**src/hdl/scanline_edge_table_fill_top_defines.svh**
```systemverilog
// ----------------------------------------------------------------------------
// scanline edge table fill - assertion macros
// shared helpers for the concurrent checks at the top level
// ----------------------------------------------------------------------------
`ifndef SCANLINE_EDGE_TABLE_FILL_TOP_DEFINES_SVH
`define SCANLINE_EDGE_TABLE_FILL_TOP_DEFINES_SVH

// same-cycle implication, quiet during reset
`define SETF_ASSERT_NOW(lbl, ante, cons, msg) \
    lbl: assert property (@(posedge i_clk) disable iff (!i_rst_n) (ante) |-> (cons)) \
        else $error(msg);

// next-cycle implication, quiet during reset
`define SETF_ASSERT_NEXT(lbl, ante, cons, msg) \
    lbl: assert property (@(posedge i_clk) disable iff (!i_rst_n) (ante) |=> (cons)) \
        else $error(msg);

`endif

```
**src/hdl/setf_pkg.sv**
```systemverilog
// ----------------------------------------------------------------------------
// setf_pkg
// shared types and constants of the scanline edge table fill block
// ----------------------------------------------------------------------------
`timescale 1ns / 1ps

package setf_pkg;

    localparam int ROWS      = 1024;
    localparam int COLS      = 1024;
    localparam int FRAC_BITS = 16;

    // item field widths
    localparam int COORD_W = 10;
    localparam int LEFT_W  = 11;
    localparam int RIGHT_W = 10;

    // fixed point: x is unsigned Q10.F, slope is signed Q11.F
    localparam int X_W     = COORD_W + FRAC_BITS;
    localparam int SLOPE_W = X_W + 1;
    localparam int SUM_W   = SLOPE_W + 1;

    localparam int ROW_AW  = $clog2(ROWS);
    localparam int DIV_CW  = $clog2(X_W);

    localparam int CMDQ_DEPTH = 4;
    localparam int CMDQ_AW    = $clog2(CMDQ_DEPTH);

    typedef enum logic [1:0] {
        ACT_CLEAR = 2'd0,
        ACT_EDGE  = 2'd1,
        ACT_QUERY = 2'd2,
        ACT_NONE  = 2'd3
    } t_action;

    typedef struct packed {
        t_action              action;
        logic [COORD_W-1:0]   lo_x;
        logic [COORD_W-1:0]   lo_y;
        logic [COORD_W-1:0]   hi_y;
        logic [COORD_W-1:0]   dx_mag;
        logic                 dx_neg;
        logic [COORD_W-1:0]   dy;
        logic                 flat;
        logic [COORD_W-1:0]   query_row;
        logic                 qrow_ok;
    } t_cmd;

    typedef struct packed {
        logic [LEFT_W-1:0]  left;
        logic [RIGHT_W-1:0] right;
    } t_entry;

    typedef struct packed {
        logic               start;
        logic [X_W-1:0]     dividend;
        logic [COORD_W-1:0] divisor;
    } t_div_req;

    typedef struct packed {
        logic init;
        logic div_wait;
        logic cmd_pop;
    } t_bk_status;

    typedef enum logic [2:0] {
        BK_INIT,
        BK_IDLE,
        BK_CLEAR,
        BK_DIV,
        BK_WALK,
        BK_QADDR,
        BK_QDATA,
        BK_DONE
    } t_bk_state;

endpackage

```
**src/hdl/setf_div.sv**
```systemverilog
// ----------------------------------------------------------------------------
// setf_div
// restoring divider, one quotient bit per cycle, for the edge slope
// ----------------------------------------------------------------------------
`timescale 1ns / 1ps

module setf_div (
    input  logic                          i_clk,
    input  logic                          i_rst_n,
    input  setf_pkg::t_div_req            i_req,
    output logic                          o_done,
    output logic [setf_pkg::X_W-1:0]      o_quotient
);
    import setf_pkg::*;

    logic                r_busy;
    logic                r_done;
    logic [DIV_CW-1:0]   r_cnt;
    logic [X_W-1:0]      r_quo;
    logic [COORD_W-1:0]  r_rem;
    logic [COORD_W-1:0]  r_dvs;
    logic [COORD_W:0]    trial;
    logic                fits;

    assign trial = {r_rem, r_quo[X_W-1]};
    assign fits  = trial >= {1'b0, r_dvs};

    always_ff @(posedge i_clk) begin
        if (!i_rst_n) begin
            r_busy <= 1'b0;
            r_done <= 1'b0;
            r_cnt  <= '0;
        end else begin
            r_done <= 1'b0;
            if (i_req.start) begin
                r_busy <= 1'b1;
                r_cnt  <= DIV_CW'(X_W - 1);
            end else if (r_busy) begin
                r_cnt <= r_cnt - 1'b1;
                if (r_cnt == '0) begin
                    r_busy <= 1'b0;
                    r_done <= 1'b1;
                end
            end
        end
    end

    always_ff @(posedge i_clk) begin
        if (i_req.start) begin
            r_quo <= i_req.dividend;
            r_rem <= '0;
            r_dvs <= i_req.divisor;
        end else if (r_busy) begin
            // remainder stays below the divisor, so the low bits are enough
            r_rem <= fits ? COORD_W'(trial - {1'b0, r_dvs}) : trial[COORD_W-1:0];
            r_quo <= {r_quo[X_W-2:0], fits};
        end
    end

    assign o_done     = r_done;
    assign o_quotient = r_quo;

endmodule

```
**config.mk**
```make
export PLATFORM = sky130hd
export DESIGN_NAME = setf_div
export DESIGN_NICKNAME = d
export VERILOG_FILES = /design/src/hdl/scanline_edge_table_fill_top_defines.svh /design/src/hdl/setf_pkg.sv /design/src/hdl/setf_div.sv
export SDC_FILE = /design/constraint.sdc
export NUM_CORES = 1
export LEC_CHECK = 0
export BUFFER_PORTS_ARGS = -buffer_cell sky130_fd_sc_hd__buf_2
export CORE_MARGIN = 3
export CORE_UTILIZATION = 59
export CTS_BUF_LIST = sky130_fd_sc_hd__clkbuf_4
export DETAILED_ROUTE_END_ITERATION = 8
export PLACE_DENSITY = 0.95
export RECOVER_POWER = 50
export SYNTH_ARGS = -nofsm -noshare
export SYNTH_HDL_FRONTEND = slang
export SYNTH_SLANG_ARGS = --single-unit
export TNS_END_PERCENT = 1
```
**constraint.sdc**
```tcl
create_clock -name i_clk -period 3.8 [get_ports i_clk]
set_input_delay 0.38 -clock i_clk [delete_from_list [all_inputs] [get_ports i_clk]]
set_output_delay 0.38 -clock i_clk [all_outputs]
set_load 0.02 [all_outputs]
```
==> summary.txt <==
Status -> finished with violations
Failing checks -> capacitance limit, slew limit
Asr flop ratio synth -> 0%
EDFF count, synth -> 36
I/O pin count -> 66
Worst setup EP type -> flop
Cts hold-fix bufs -> 0
Worst slew pin tran -> 1.57 ns
Overall routing resource usage -> 22.8%
Highest routed layer -> met4
Highest Clock Rate -> 383 MHz
Post-CTS Setup Bufs -> 0
CTS Buf Count -> 5
Hold Fails Final Rpt -> 0
Syn Nets -> 261
Worst r2r src -> o_quotient[25]
Area Overhead vs Synth -> 17.7%
DR vias/cell -> 5.73
Post-synth design cell area -> 2610 µm²
Nets -> 329
Main flop type after synthesis -> edfxtp_1
WP data required -> 3.93 ns
Area of the multi-input gates -> 1090 µm²
Die area -> 5250 µm²
Antenna-violating nets left -> 0
Min-Delay Startpoint -> i_req[8]
CP startpoint kind -> primary input
Leakage power -> 1.27 nW
Final TNS setup -> 0 ns
RSZ-0062 raised after global routing -> false
CTS Sinks -> 53
Part of the cycle the worst path needs -> 68.7%
Ys Warns -> 0
Library cells used by synthesis -> 38
Placed Area -> 2990 µm²
Initial Utilization -> 62.9%
Detailed route wirelength on metal2 -> 2550 µm
CP Max Fanout -> 32
Register area -> 1420 µm²
Die X -> 72.5 µm
DR WL/cell -> 16.7 µm
Final Slew Violations -> 33
Yosys reg bits -> 53
Routed Wire Length -> 5490 µm
# port buffers -> 65
# diodes -> 0
Sequential area share after synthesis -> 54.5%
CORE AREA -> 4140 µm²
FILL cells -> 282
Pin count of the biggest net entering global routing -> 33
Slew margin rel. -> -4.86%
Worst-case clock buffer depth -> 2
DR vias -> 1,885
Cell area after layout -> 3070 µm²
WP data arrival -> 2.74 ns
Crit path time final -> 2.61 ns
Worst-path clk slew -> 0.16 ns
Min Hold Slack -> 0.156 ns
Final setup violation count -> 0
DIE HEIGHT -> 72.5 µm
Cells after synthesis -> 210
DP HPWL -> 4040 µm
Vias in the first global route -> 1,912
PostCTS Resize Cnt -> 0
Clock root buffer -> clkbuf_4
Max H-tree Level -> 2
Final non-filler cell total -> 329
Final routed DRC violation total -> 0
Initial antenna violation count -> 0
Rows -> 23
Crit path kind -> in2reg
Global route overflow -> 0
CTS tree -> yes
Clock Latency Late Sink -> 0.38 ns
Max-Cap Viols -> 1
Placed Cells -> 321
DRT iter0 DRCs -> 138
Routability cong. -> 0.909
PwrDens -> 463 nW/µm²
Global-route wire length before repair -> 9080 µm
Met1 Wirelength -> 2320 µm
Layout cell share with drive strength beyond 1 -> 34.1%
Drt pass-1 iters -> 4
Worst IR Drop VDD -> 0.000320 V
Mean area per synthesized cell -> 12.4 µm²
Skew final -> 0.0197 ns
WL met3 -> 514 µm
Critical Path Source -> i_req[36]
Hold Path Class -> in2reg
## cells in the final DEF (no fill, tap or decap), types with 4 or more instances in the layout
cell      Yosys  final
buf_2         0     51
edfxtp_1     36     36
mux2_2       26     25
nor2_1       23     23
inv_1        18     18
dfxtp_1      17     17
clkbuf_1      5     15
ha_1         11     11
a21oi_1       7      7
nand2_1       7      7
mux2i_1       6      6
a211oi_1      6      6
xor2_1        5      5
xnor2_1       5      5
clkbuf_4      0      5
nand2b_1      4      4
## metrics by stage
step	power, W	worst slack [ns]	util [%]
after floorplan	0.000954	1.56	-
after CTS	0.00143	1.39	74.5
after detailed placement	0.00105	1.41	72.1
after global placement	0.00104	1.53	72.1
final	0.00142	1.19	74.0
after global routing	0.00149	1.09	74.0
## cells by family (layout without fill, tap and decap cells)
| logic type | count (synthesis) | after routing | share of synthesized area (%) |
|---|---|---|---|
| adder cells (fa/ha/maj) | 12 | 12 | 6.05 |
| buffers and inverters | 24 | 93 | 3.46 |
| multiplexers | 33 | 33 | 14.1 |
| AO/OA/AOI/OAI | 33 | 33 | 10.5 |
| AND/OR/NAND/NOR | 45 | 45 | 7.97 |
| flip-flops | 53 | 53 | 54.5 |
| XOR/XNOR | 10 | 10 | 3.36 |
## path summary, 6_finish.rpt
path,endpoint,depth (start not counted),slack [ns]
min,r_dvs[8],1,0.16
max,o_quotient[4],3,1.19
max reg2reg,r_rem[8],10,1.34
min reg2reg,r_rem[5],2,0.54
## flip-flops by register name (all words and copies together) (netlist names)
| register | cells |
|---|---|
| o_quotient | 26 |
| r_rem | 10 |
| r_busy | 1 |
| o_done | 1 |
| r_cnt | 5 |
| r_dvs | 10 |
## synthesized netlist by cell type, drive strengths merged (3+ instances only)
master / instances / share of area, %
mux2: 27 / 12
a21o: 3 / 0.86
dfxtp: 17 / 13
nor3: 3 / 0.58
inv: 18 / 2.6
nor2: 23 / 3.3
a211oi: 7 / 2.2
edfxtp: 36 / 41
xnor2: 5 / 1.7
mux2i: 6 / 2.3
o21ai: 4 / 0.91
nand2b: 4 / 0.96
nand2: 8 / 1.2
ha: 11 / 5.3
a21oi: 9 / 2.0
clkbuf: 5 / 0.72
xor2: 5 / 1.7
## critical path, cell delays in order
cell and delay (ns):
clkbuf_1 1.11, clkbuf_1 0.81, mux2_2 0.43
## power breakdown
group	total, W	switching (W)	internal [W]
registers	0.000715	0.0000346	0.000681
logic	0.000328	0.000190	0.000138
clock network	0.000378	0.000174	0.000204
## metal layers
layer,vias up,GRT usage (%)
li1,901,-
met1,884,29.2
met2,89,36.4
met3,11,7.34
met4,0,8.20
met5,-,0
## cell type report
class	count	share of cell area, %
Clock buffer	5	1.22
Clock inverter	3	2.12
Inverter	18	2.20
Multi-Input combinational cell	133	35.7
Sequential cell	53	46.3
Tap cell	50	2.04
Timing Repair Buffer	67	10.4
Note: power is estimated with default switching activity, not from simulation.
