--- src/hdl/scanline_edge_table_fill_top_defines.svh ---
// ----------------------------------------------------------------------------
// scanline edge table fill - assertion macros
// shared helpers for the concurrent checks at the top level
// ----------------------------------------------------------------------------
`ifndef SCANLINE_EDGE_TABLE_FILL_TOP_DEFINES_SVH
`define SCANLINE_EDGE_TABLE_FILL_TOP_DEFINES_SVH

// same-cycle implication, quiet during reset
`define SETF_ASSERT_NOW(lbl, ante, cons, msg) \
    lbl: assert property (@(posedge i_clk) disable iff (!i_rst_n) (ante) |-> (cons)) \
        else $error(msg);

// next-cycle implication, quiet during reset
`define SETF_ASSERT_NEXT(lbl, ante, cons, msg) \
    lbl: assert property (@(posedge i_clk) disable iff (!i_rst_n) (ante) |=> (cons)) \
        else $error(msg);

`endif

--- src/hdl/setf_pkg.sv ---
// ----------------------------------------------------------------------------
// setf_pkg
// shared types and constants of the scanline edge table fill block
// ----------------------------------------------------------------------------
`timescale 1ns / 1ps

package setf_pkg;

    localparam int ROWS      = 1024;
    localparam int COLS      = 1024;
    localparam int FRAC_BITS = 16;

    // item field widths
    localparam int COORD_W = 10;
    localparam int LEFT_W  = 11;
    localparam int RIGHT_W = 10;

    // fixed point: x is unsigned Q10.F, slope is signed Q11.F
    localparam int X_W     = COORD_W + FRAC_BITS;
    localparam int SLOPE_W = X_W + 1;
    localparam int SUM_W   = SLOPE_W + 1;

    localparam int ROW_AW  = $clog2(ROWS);
    localparam int DIV_CW  = $clog2(X_W);

    localparam int CMDQ_DEPTH = 4;
    localparam int CMDQ_AW    = $clog2(CMDQ_DEPTH);

    typedef enum logic [1:0] {
        ACT_CLEAR = 2'd0,
        ACT_EDGE  = 2'd1,
        ACT_QUERY = 2'd2,
        ACT_NONE  = 2'd3
    } t_action;

    typedef struct packed {
        t_action              action;
        logic [COORD_W-1:0]   lo_x;
        logic [COORD_W-1:0]   lo_y;
        logic [COORD_W-1:0]   hi_y;
        logic [COORD_W-1:0]   dx_mag;
        logic                 dx_neg;
        logic [COORD_W-1:0]   dy;
        logic                 flat;
        logic [COORD_W-1:0]   query_row;
        logic                 qrow_ok;
    } t_cmd;

    typedef struct packed {
        logic [LEFT_W-1:0]  left;
        logic [RIGHT_W-1:0] right;
    } t_entry;

    typedef struct packed {
        logic               start;
        logic [X_W-1:0]     dividend;
        logic [COORD_W-1:0] divisor;
    } t_div_req;

    typedef struct packed {
        logic init;
        logic div_wait;
        logic cmd_pop;
    } t_bk_status;

    typedef enum logic [2:0] {
        BK_INIT,
        BK_IDLE,
        BK_CLEAR,
        BK_DIV,
        BK_WALK,
        BK_QADDR,
        BK_QDATA,
        BK_DONE
    } t_bk_state;

endpackage

--- src/hdl/setf_cmdq.sv ---
// ----------------------------------------------------------------------------
// setf_cmdq
// short command queue between the front and the back
// ----------------------------------------------------------------------------
`timescale 1ns / 1ps

module setf_cmdq (
    input  logic           i_clk,
    input  logic           i_rst_n,
    input  logic           i_wr,
    input  setf_pkg::t_cmd i_data,
    input  logic           i_rd,
    output setf_pkg::t_cmd o_data,
    output logic           o_full,
    output logic           o_empty
);
    import setf_pkg::*;

    t_cmd               r_slot [CMDQ_DEPTH];
    logic [CMDQ_AW-1:0] r_wr_ptr;
    logic [CMDQ_AW-1:0] r_rd_ptr;
    logic [CMDQ_AW:0]   r_count;
    logic               do_wr;
    logic               do_rd;

    assign o_full  = r_count == (CMDQ_AW+1)'(CMDQ_DEPTH);
    assign o_empty = r_count == '0;
    assign o_data  = r_slot[r_rd_ptr];
    assign do_wr   = i_wr && !o_full;
    assign do_rd   = i_rd && !o_empty;

    always_ff @(posedge i_clk) begin
        if (!i_rst_n) begin
            r_wr_ptr <= '0;
            r_rd_ptr <= '0;
            r_count  <= '0;
        end else begin
            if (do_wr) begin
                r_wr_ptr <= r_wr_ptr + 1'b1;
            end
            if (do_rd) begin
                r_rd_ptr <= r_rd_ptr + 1'b1;
            end
            if (do_wr && !do_rd) begin
                r_count <= r_count + 1'b1;
            end else if (do_rd && !do_wr) begin
                r_count <= r_count - 1'b1;
            end
        end
    end

    always_ff @(posedge i_clk) begin
        if (do_wr) begin
            r_slot[r_wr_ptr] <= i_data;
        end
    end

endmodule

--- config.mk ---
export PLATFORM = sky130hd
export DESIGN_NAME = setf_cmdq
export DESIGN_NICKNAME = d
export VERILOG_FILES = /design/src/hdl/scanline_edge_table_fill_top_defines.svh /design/src/hdl/setf_pkg.sv /design/src/hdl/setf_cmdq.sv
export SDC_FILE = /design/constraint.sdc
export NUM_CORES = 1
export LEC_CHECK = 0
export BUFFER_PORTS_ARGS = -buffer_cell sky130_fd_sc_hd__buf_2
export CORE_ASPECT_RATIO = 1.5
export CORE_MARGIN = 3
export CORE_UTILIZATION = 57
export DETAILED_ROUTE_END_ITERATION = 10
export PLACE_DENSITY = 0.87
export SLEW_MARGIN = 20
export SYNTH_ARGS = -nofsm -noshare
export SYNTH_HDL_FRONTEND = slang
export SYNTH_SLANG_ARGS = --single-unit
export TNS_END_PERCENT = 1
--- constraint.sdc ---
create_clock -name i_clk -period 3.33 [get_ports i_clk]
set_input_delay 0.1665 -clock i_clk [delete_from_list [all_inputs] [get_ports i_clk]]
set_output_delay 0.1665 -clock i_clk [all_outputs]
set_load 0.02 [all_outputs]
==> impl_metrics.sql <==
INSERT INTO impl_metrics (metric_group, metric, value, unit) VALUES
('routing', 'vias_per_cell', '5.657', ''),
('sta', 'timing.final.crit_share', '77.11', '%'),
('setup_path', 'rr_worst_depth', '8', ''),
('setup_path', 'reg2reg_to', 'r_count[2]$_SDFFE_PN0P_', ''),
('global_route', 'maximum_number_of_pins_on_one_net_before_global_route_repair', '66', ''),
('sta', 'unrepaired_setup_endpoints_after_global_routing', 'false', ''),
('setup_path', 'endpoint_kind', 'output port', ''),
('power_and_ir_drop', 'irDropWorstVdd', '0.5677', 'mV'),
('sta', 'worst_slack', '0.7623', 'ns'),
('clock_network', 'ctsRootBufferMaster', 'clkbuf_16', ''),
('routing', 'finalWirelength', '18.11', 'mm'),
('global_route', 'vias_in_the_first_global_route', '4975', ''),
('clock_network', 'clock_tree.buffer_depth', '3', ''),
('finish', 'layout.cells.most_common', 'edfxtp_1', ''),
('setup_path', 'critical_path.reg2reg.startpoint', 'r_count[0]$_SDFFE_PN0P_', ''),
('synth', 'leading_post_synthesis_cells_by_cell_area', 'edfxtp_1, mux4_2, dfxtp_1', ''),
('sta', 'timing.max_slew.rel_slack', '33.76', '%'),
('sta', 'final-setup-viol-count', '0', ''),
('floorplan', 'die_w', '113.6', 'um'),
('finish', 'syn2layout_area_growth', '22.48', '%'),
('setup_path', 'timing.critical_path.fanout_max', '36', ''),
('sta', 'skew', '0.007452', 'ns'),
('clock_network', 'tritoncts', 'done', ''),
('clock_network', 'cts_num_sinks', '269', ''),
('global_route', 'grt_pass1_wl', '28.20', 'mm'),
('routing', 'post_drt_wl_per_cell', '21.98', 'um'),
('sta', 'slew_viol_final', '0', ''),
('run', 'max_cap_viol_count', '0', ''),
('setup_path', 'endpoint', 'o_data[43]', ''),
('synth', 'ys.warnings.count', '0', ''),
('placed_design', 'gpl.final_weighted_congestion', '0.7248', ''),
('routing', 'drt-pass1-iter-count', '4', ''),
('sta', 'worst_pin_slew', '0.9936', 'ns'),
('clock_network', 'post_cts_resized', '0', ''),
('clock_network', 'post_cts.repair.setup_buffers', '0', ''),
('routing', 'number_of_design_rule_violations_left_after_detail_routing', '0', ''),
('placed_design', 'io_buffer_count', '135', ''),
('synth', 'syn_avg_cell_area', '25.60', 'um^2'),
('worst_hold_path', 'hold_path_class', 'input port to flip-flop', ''),
('synth', 'synth_cell_types', '24', ''),
('synth', 'ys_seq_elements', '269', ''),
('clock_network', 'cts.clk_slew.worst_paths', '0.07', 'ns'),
('sta', 'fin_tns_setup', '0', 'ns'),
('sta', 'timing.final.hold_violations', '0', ''),
('routing', 'routed-via-count', '4661', ''),
('synth', 'synth.cell_area', '9907', 'um^2'),
('global_route', 'antenna_found_initial', '1', ''),
('setup_path', 'regToRegSetupSlack', '0.84', 'ns'),
('floorplan', 'ioPinCount', '136', ''),
('finish', 'final_layout_size_suffix_gt1_share', '39.97', '%'),
('finish', 'n_fill_cell', '971', ''),
('global_route', 'grt-ovfl-total', '0', ''),
('global_route', 'track_usage', '19.41', '%'),
('floorplan', 'die_height', '167.5', 'um'),
('routing', 'ant_nets', '0', ''),
('synth', 'mappedNetlistNets', '462', ''),
('power_and_ir_drop', 'p_per_area', '762.1', 'nW/um^2'),
('synth', 'synth.yosys.seq_area_share', '80.63', '%'),
('sta', 'max_freq', '389.5', 'MHz'),
('setup_path', 'start_kind', 'flip-flop', ''),
('routing', 'detail_route.iter0.violations', '260', ''),
('floorplan', 'area_of_the_die', '19030', 'um^2'),
('synth', 'synth.largest_area_cell', 'edfxtp_1', ''),
('floorplan', 'rows', '58', ''),
('clock_network', 'worstSkewPairLatency', '0.50', 'ns'),
('clock_network', 'post_cts_hold_buffer_count', '66', ''),
('finish', 'final_nets', '673', ''),
('clock_network', 'numCtsBuffers', '23', ''),
('power_and_ir_drop', 'cellLeakagePower', '4.121', 'nW'),
('synth', 'synth_top_cell_area_share', '78.81', '%'),
('floorplan', 'design.core.area', '16910', 'um^2'),
('synth', 'number_of_instances_in_the_synthesized_netlist', '387', ''),
('clock_network', 'h-tree-depth', '1', ''),
('setup_path', 'worst_ep_arrival_time', '2.40', 'ns'),
('outcome', 'outcome', 'finished clean', ''),
('sta', 'layout_min_cycle_time', '2.568', 'ns'),
('floorplan', 'initial_core_utilization', '58.59', '%'),
('finish', 'final_cell_mix', 'edfxtp_1, buf_2, dlygate4sd3_1, mux4_2, clkbuf_16', ''),
('setup_path', 'path_class', 'flip-flop to output port', ''),
('placed_design', 'place_hpwl', '10.39', 'mm'),
('setup_path', 'critical_path_required', '3.16', 'ns'),
('placed_design', 'dp_worst_setup_slack', '0.8718', 'ns');
==> logic make-up after synthesis <==
kind of cell               synth area share [%]
adders and majority gates                0.8336
AOI/OAI and AO/OA                        0.3410
buffers and inverters                     1.743
DFF                                       80.63
muxes                                     15.08
xor gates and xnor gates                 0.3537
and+or+nand+nor                           1.023
==> worst min path at each step <==
stage,from,endpoint,slack [ns],cells after the start
after floorplan,i_data[0],r_slot[0][0]$_DFFE_PP_,0.27,0
after global placement,i_data[39],r_slot[0][39]$_DFFE_PP_,0.38,1
after detailed placement,i_data[35],r_slot[3][35]$_DFFE_PP_,0.38,1
after CTS,i_rd,flip-flop,0.11,4
after global routing,i_rd,flip-flop,0.15,4
final,i_rd,flip-flop,0.12,4
==> cell type report <==
class / count / area, um^2 / share of cell area, %
antenna: 1 / 2.502 / 0.02062
clock buffer: 29 / 638.1 / 5.259
clock inverter: 11 / 111.4 / 0.9177
inverter: 3 / 11.26 / 0.09280
multi-input combinational: 99 / 1757 / 14.48
sequential: 269 / 7995 / 65.89
tap: 210 / 262.8 / 2.165
timing repair buffer: 202 / 1356 / 11.18
==> report_power, final <==
| group | switching (mW) | internal [mW] |
|---|---|---|
| Sequential | 0.263 | 4.12 |
| Clock | 1.11 | 1.51 |
| Combinational | 1.22 | 1.02 |
==> metrics by stage <==
stage	cell area, um^2	hold slack, ns	cells	util [%]	power (mW)
floorplan	9907	0.2654	387	-	6.052
global placement	10720	0.3764	717	63.41	6.580
detailed placement	10720	0.3841	717	63.41	6.666
CTS	12130	0.1101	823	71.75	9.345
global route	12130	0.1543	824	71.76	9.610
finish	12130	0.1234	824	71.76	9.247
==> critical path, stage by stage, from the launching register on <==
cell and delay [ns]:
dfxtp_4 0.74, buf_12 0.36, mux4_2 0.58, buf_2 0.18
==> synthesized netlist by cell type <==
cell type / count
ha_1: 5
dfxtp_1: 9
o311ai_1: 1
clkbuf_1: 2
edfxtp_1: 260
o21ai_0: 1
nor2b_1: 2
and2_1: 8
xor2_1: 1
o31ai_2: 1
mux4_2: 65
nand2_1: 4
fa_1: 1
buf_12: 5
a21boi_0: 1
nor3b_2: 1
buf_2: 7
nor3_1: 1
inv_1: 3
or3_1: 1
buf_4: 1
xnor2_1: 3
mux2i_1: 3
buf_6: 1
==> sequential cells by signal (all words and copies together) (netlist names), named ones only <==
name      count
r_rd_ptr      2
r_count       3
r_wr_ptr      2
r_slot      260
==> layer usage <==
metal | track usage, % | wire length (um)
met5 | 0 | 0
met4 | 8.682 | 828
met3 | 2.639 | 845
met2 | 31.55 | 9375
met1 | 26.58 | 7063
No activity file was read; power rests on OpenSTA's default activity.
