### config.mk
export PLATFORM = sky130hd
export DESIGN_NAME = setf_front
export DESIGN_NICKNAME = d
export VERILOG_FILES = /design/src/hdl/scanline_edge_table_fill_top_defines.svh /design/src/hdl/setf_pkg.sv /design/src/hdl/setf_front.sv
export SDC_FILE = /design/constraint.sdc
export NUM_CORES = 1
export LEC_CHECK = 0
export ABC_AREA = 1
export BUFFER_PORTS_ARGS = -buffer_cell sky130_fd_sc_hd__buf_2
export CAP_MARGIN = 0
export CORE_ASPECT_RATIO = 0.7
export CORE_MARGIN = 8
export CORE_UTILIZATION = 40
export DETAILED_ROUTE_END_ITERATION = 10
export PLACE_DENSITY = 0.7
export RECOVER_POWER = 50
export SLEW_MARGIN = 20
export SYNTH_ARGS = -nofsm -noshare
export SYNTH_HDL_FRONTEND = slang
export SYNTH_SLANG_ARGS = --single-unit
### constraint.sdc
create_clock -name vclk -period 9.2
set_clock_uncertainty 0.15 [all_clocks]
set_input_delay 1.84 -clock vclk [all_inputs]
set_output_delay 1.84 -clock vclk [all_outputs]
set_load 0.02 [all_outputs]
### src/hdl/scanline_edge_table_fill_top_defines.svh
// ----------------------------------------------------------------------------
// scanline edge table fill - assertion macros
// shared helpers for the concurrent checks at the top level
// ----------------------------------------------------------------------------
`ifndef SCANLINE_EDGE_TABLE_FILL_TOP_DEFINES_SVH
`define SCANLINE_EDGE_TABLE_FILL_TOP_DEFINES_SVH

// same-cycle implication, quiet during reset
`define SETF_ASSERT_NOW(lbl, ante, cons, msg) \
    lbl: assert property (@(posedge i_clk) disable iff (!i_rst_n) (ante) |-> (cons)) \
        else $error(msg);

// next-cycle implication, quiet during reset
`define SETF_ASSERT_NEXT(lbl, ante, cons, msg) \
    lbl: assert property (@(posedge i_clk) disable iff (!i_rst_n) (ante) |=> (cons)) \
        else $error(msg);

`endif

### src/hdl/setf_pkg.sv
// ----------------------------------------------------------------------------
// setf_pkg
// shared types and constants of the scanline edge table fill block
// ----------------------------------------------------------------------------
`timescale 1ns / 1ps

package setf_pkg;

    localparam int ROWS      = 1024;
    localparam int COLS      = 1024;
    localparam int FRAC_BITS = 16;

    // item field widths
    localparam int COORD_W = 10;
    localparam int LEFT_W  = 11;
    localparam int RIGHT_W = 10;

    // fixed point: x is unsigned Q10.F, slope is signed Q11.F
    localparam int X_W     = COORD_W + FRAC_BITS;
    localparam int SLOPE_W = X_W + 1;
    localparam int SUM_W   = SLOPE_W + 1;

    localparam int ROW_AW  = $clog2(ROWS);
    localparam int DIV_CW  = $clog2(X_W);

    localparam int CMDQ_DEPTH = 4;
    localparam int CMDQ_AW    = $clog2(CMDQ_DEPTH);

    typedef enum logic [1:0] {
        ACT_CLEAR = 2'd0,
        ACT_EDGE  = 2'd1,
        ACT_QUERY = 2'd2,
        ACT_NONE  = 2'd3
    } t_action;

    typedef struct packed {
        t_action              action;
        logic [COORD_W-1:0]   lo_x;
        logic [COORD_W-1:0]   lo_y;
        logic [COORD_W-1:0]   hi_y;
        logic [COORD_W-1:0]   dx_mag;
        logic                 dx_neg;
        logic [COORD_W-1:0]   dy;
        logic                 flat;
        logic [COORD_W-1:0]   query_row;
        logic                 qrow_ok;
    } t_cmd;

    typedef struct packed {
        logic [LEFT_W-1:0]  left;
        logic [RIGHT_W-1:0] right;
    } t_entry;

    typedef struct packed {
        logic               start;
        logic [X_W-1:0]     dividend;
        logic [COORD_W-1:0] divisor;
    } t_div_req;

    typedef struct packed {
        logic init;
        logic div_wait;
        logic cmd_pop;
    } t_bk_status;

    typedef enum logic [2:0] {
        BK_INIT,
        BK_IDLE,
        BK_CLEAR,
        BK_DIV,
        BK_WALK,
        BK_QADDR,
        BK_QDATA,
        BK_DONE
    } t_bk_state;

endpackage

### src/hdl/setf_front.sv
// ----------------------------------------------------------------------------
// setf_front
// classifies an incoming beat: orders edge endpoints by row, forms the
// slope operands and range-checks the query row
// ----------------------------------------------------------------------------
`timescale 1ns / 1ps

module setf_front (
    input  logic [1:0]               i_action,
    input  logic [9:0]               i_x_start,
    input  logic [9:0]               i_y_start,
    input  logic [9:0]               i_x_end,
    input  logic [9:0]               i_y_end,
    input  logic [9:0]               i_query_row,
    output setf_pkg::t_cmd           o_cmd
);
    import setf_pkg::*;

    logic               swap;
    logic [COORD_W-1:0] lo_x;
    logic [COORD_W-1:0] hi_x;
    logic [COORD_W-1:0] lo_y;
    logic [COORD_W-1:0] hi_y;

    always_comb begin
        swap = i_y_start > i_y_end;
        lo_x = swap ? i_x_end   : i_x_start;
        lo_y = swap ? i_y_end   : i_y_start;
        hi_x = swap ? i_x_start : i_x_end;
        hi_y = swap ? i_y_start : i_y_end;

        o_cmd.action    = t_action'(i_action);
        o_cmd.lo_x      = lo_x;
        o_cmd.lo_y      = lo_y;
        o_cmd.hi_y      = hi_y;
        o_cmd.dx_neg    = hi_x < lo_x;
        o_cmd.dx_mag    = (hi_x < lo_x) ? (lo_x - hi_x) : (hi_x - lo_x);
        o_cmd.dy        = hi_y - lo_y;
        o_cmd.flat      = (hi_y == lo_y);
        o_cmd.query_row = i_query_row;
        o_cmd.qrow_ok   = 32'(i_query_row) < 32'(ROWS);
    end

endmodule

==> flow_results.xml <==
<?xml version="1.0" encoding="UTF-8"?>
<metrics>
  <group name="floorplan">
    <metric name="start_util" unit="%">40.58</metric>
    <metric name="chip_height" unit="microns">81.96</metric>
    <metric name="placement_rows" unit="">24</metric>
    <metric name="die_area" unit="sq mm">0.009034</metric>
    <metric name="io-pin-count" unit="">117</metric>
    <metric name="coreArea" unit="sq mm">0.006126</metric>
    <metric name="die_width" unit="microns">110.2</metric>
  </group>
  <group name="min_path">
    <metric name="holdPathEnd" unit="">o_cmd[5]</metric>
    <metric name="hold_start" unit="">i_query_row[4]</metric>
    <metric name="hold_path_class" unit="">input pin to output port</metric>
    <metric name="worst_hold_path.num_cells" unit="">0</metric>
  </group>
  <group name="route">
    <metric name="drt-total-wl" unit="microns">7852</metric>
    <metric name="route.vias.total" unit="">3183</metric>
    <metric name="route.detailed.vias_per_inst" unit="">4.973</metric>
    <metric name="drcViolationCount" unit="">0</metric>
    <metric name="drt_iter0_drc" unit="">215</metric>
    <metric name="antenna_left" unit="">0</metric>
    <metric name="firstDrtPassIters" unit="">7</metric>
    <metric name="drt-wirelength-per-cell" unit="microns">12.27</metric>
  </group>
  <group name="placed_design">
    <metric name="hpwl" unit="microns">6818</metric>
    <metric name="gp_congestion" unit="">0.9064</metric>
    <metric name="pre_cts_ws" unit="ns">1.856</metric>
    <metric name="postPlaceCellArea" unit="sq mm">0.002851</metric>
    <metric name="place.port_buffers" unit="">92</metric>
  </group>
  <group name="timing">
    <metric name="worstMarginPinSlew" unit="ns">0.9772</metric>
    <metric name="final_hold_viol_count" unit="">0</metric>
    <metric name="post_route_minimum_period" unit="ns">7.721</metric>
    <metric name="grt_setup_unrepaired" unit="">false</metric>
    <metric name="slew_violations" unit="">0</metric>
    <metric name="fmaxAchievable" unit="GHz">0.1295</metric>
    <metric name="setup_viol" unit="">0</metric>
    <metric name="fin_tns_setup" unit="ns">0</metric>
    <metric name="fin_crit_sh" unit="%">83.92</metric>
    <metric name="slew_headroom" unit="%">34.66</metric>
    <metric name="post-route-worst-setup-slack" unit="ns">1.479</metric>
  </group>
  <group name="clocking">
    <metric name="post_cts.resized_instances" unit="">0</metric>
    <metric name="cts_setup_buffers" unit="">0</metric>
    <metric name="hold_fix_buffers_at_cts" unit="">0</metric>
  </group>
  <group name="yosys">
    <metric name="postSynthNetCount" unit="">557</metric>
    <metric name="ys_seq_area_share" unit="%">0</metric>
    <metric name="cell_area_after_synthesis" unit="sq mm">0.002486</metric>
    <metric name="post_synth_inst_count" unit="">492</metric>
    <metric name="post_synth_num_cell_types" unit="">33</metric>
    <metric name="post_synth.cell_area_avg" unit="sq um">5.053</metric>
    <metric name="synth_warnings" unit="">0</metric>
  </group>
  <group name="flow_run">
    <metric name="max-cap-violations" unit="">0</metric>
  </group>
  <group name="layout">
    <metric name="n_clock_buffer" unit="">0</metric>
    <metric name="layout.cell_area.non_filler" unit="sq mm">0.002818</metric>
    <metric name="mostFrequentLayoutCell" unit="">sky130_fd_sc_hd__nand2_1</metric>
    <metric name="sequential_cell_area" unit="sq um">0</metric>
    <metric name="design.seq.count" unit="">0</metric>
    <metric name="ant_diodes" unit="">0</metric>
    <metric name="multiInputGateArea" unit="sq mm">0.001979</metric>
    <metric name="final_layout_size_suffix_gt1_share" unit="%">20.64</metric>
    <metric name="area.growth.synth_to_final" unit="%">13.34</metric>
    <metric name="layout_common_cells" unit="">sky130_fd_sc_hd__nand2_1 (210), sky130_fd_sc_hd__buf_2 (80), sky130_fd_sc_hd__inv_1 (76)</metric>
    <metric name="fill_cells" unit="">703</metric>
    <metric name="fin_nets" unit="">629</metric>
  </group>
  <group name="worst_setup_path">
    <metric name="cpMaxStageDelayCell" unit="">sky130_fd_sc_hd__nand2_4</metric>
    <metric name="timing.critical_path.to_type" unit="">output port</metric>
    <metric name="path_common_cell" unit="">sky130_fd_sc_hd__nand2_1</metric>
    <metric name="max_stage_delay" unit="ns">0.85</metric>
    <metric name="worstPathCellList" unit="">buf_2 -&gt; inv_1 -&gt; ha_1 -&gt; nand2_1 -&gt; inv_1 -&gt; nand4_1 -&gt; nand2_4 -&gt; nand2_1 -&gt; nand2_1 -&gt; nand2_2 -&gt; ha_1 -&gt; inv_1 -&gt; nand2_2 -&gt; nand3_1 -&gt; nand3b_4 -&gt; nand2_2 -&gt; nand2_4 -&gt; inv_4 -&gt; nand2_1 -&gt; nand2_1 -&gt; buf_2</metric>
    <metric name="worst-path-buf-inv" unit="">6</metric>
    <metric name="crit_fanout" unit="">53</metric>
    <metric name="critPathRequiredTime" unit="ns">7.21</metric>
    <metric name="startpoint_type" unit="">input pin</metric>
    <metric name="cp_top_family" unit="">simple AND/OR/NAND/NOR gates</metric>
    <metric name="path_class" unit="">input pin to output port</metric>
    <metric name="cp_data_arrival_time" unit="ns">5.73</metric>
  </group>
  <group name="power_and_ir_drop">
    <metric name="vdd_drop_max" unit="mV">0.04770</metric>
    <metric name="static-leakage-power" unit="nW">1.832</metric>
    <metric name="power-per-cell-area" unit="mW/mm^2">108.3</metric>
  </group>
  <group name="run_status">
    <metric name="outcome" unit="">completed</metric>
  </group>
  <group name="grt">
    <metric name="gr_util_all_layers" unit="%">17.21</metric>
    <metric name="overflow" unit="">0</metric>
    <metric name="grt_max_degree" unit="">54</metric>
    <metric name="vias_in_the_first_global_route" unit="">2997</metric>
    <metric name="first_pass_grt_wire_length" unit="microns">13240</metric>
    <metric name="antenna_found_initial" unit="">0</metric>
  </group>
</metrics>
-- kinds of logic (layout without fill, tap and decap cells) --
group / after synthesis / in the layout / synth area share, %
AND/OR/NAND/NOR: 321 / 321 / 57.62
buffers and inverters: 100 / 170 / 19.63
AO/OA/AOI/OAI: 42 / 42 / 10.77
other: 1 / 1 / 0.1508
XOR/XNOR: 15 / 15 / 5.285
adder cells (fa/ha/maj): 13 / 13 / 6.543
-- cells in the mapped netlist (all sizes together) --
cell type	instances	area, sq um
a21o	1	7.510
a21oi	15	78.83
a31oi	1	6.260
and3	1	6.260
buf	22	192.7
conb	1	3.750
ha	13	162.7
inv	78	295.3
nand2	222	878.3
nand3	63	360.4
nand3b	1	20.02
nand4	8	56.30
nor2	22	90.09
nor3	3	15.01
o211ai	2	28.78
o21ai	22	140.1
o22ai	1	6.260
or2	1	6.260
xor2	15	131.4
-- metal layers --
layer	vias up	routed length (microns)	global-route usage (%)
li1	1670	-	-
met1	1385	3842	23.94
met2	124	3242	29.30
met3	4	734	1.881
met4	0	33	0.5298
met5	-	0	0
-- worst max-delay path by stage --
stage	start	end	slack, ns	depth (start not counted)
6_report	i_y_end[2]	o_cmd[28]	1.48	21
5_1_grt	i_y_end[2]	o_cmd[31]	1.03	21
4_1_cts	i_y_end[2]	o_cmd[30]	1.84	21
3_5_place_dp	i_y_end[2]	o_cmd[30]	1.86	21
3_3_place_gp	i_y_end[6]	o_cmd[31]	2.02	21
2_1_floorplan	i_y_end[5]	o_cmd[16]	3.09	16
-- area by class of cell --
cell class | count | share of cell area (%)
inverter | 78 | 10.48
multi-input combinational | 392 | 70.25
tap | 78 | 3.464
timing repair buffer | 92 | 15.81
-- per-stage QoR --
step | std cells | hold WS [ns] | total power [mW] | util [%]
after global placement | 640 | 3.530 | 0.3049 | 46.55
after CTS | 640 | 3.530 | 0.3092 | 46.55
after detailed placement | 640 | 3.530 | 0.3082 | 46.55
after global routing | 640 | 3.530 | 0.3408 | 46.00
after floorplan | 492 | 3.643 | 0.2339 | -
final | 640 | 3.530 | 0.3051 | 46.00
-- power by group --
part           switching, mW  internal (mW)  total (mW)
clock                      0              0           0
combinational          0.209         0.0962       0.305
sequential                 0              0           0
Power figures use the tool's default switching activity.
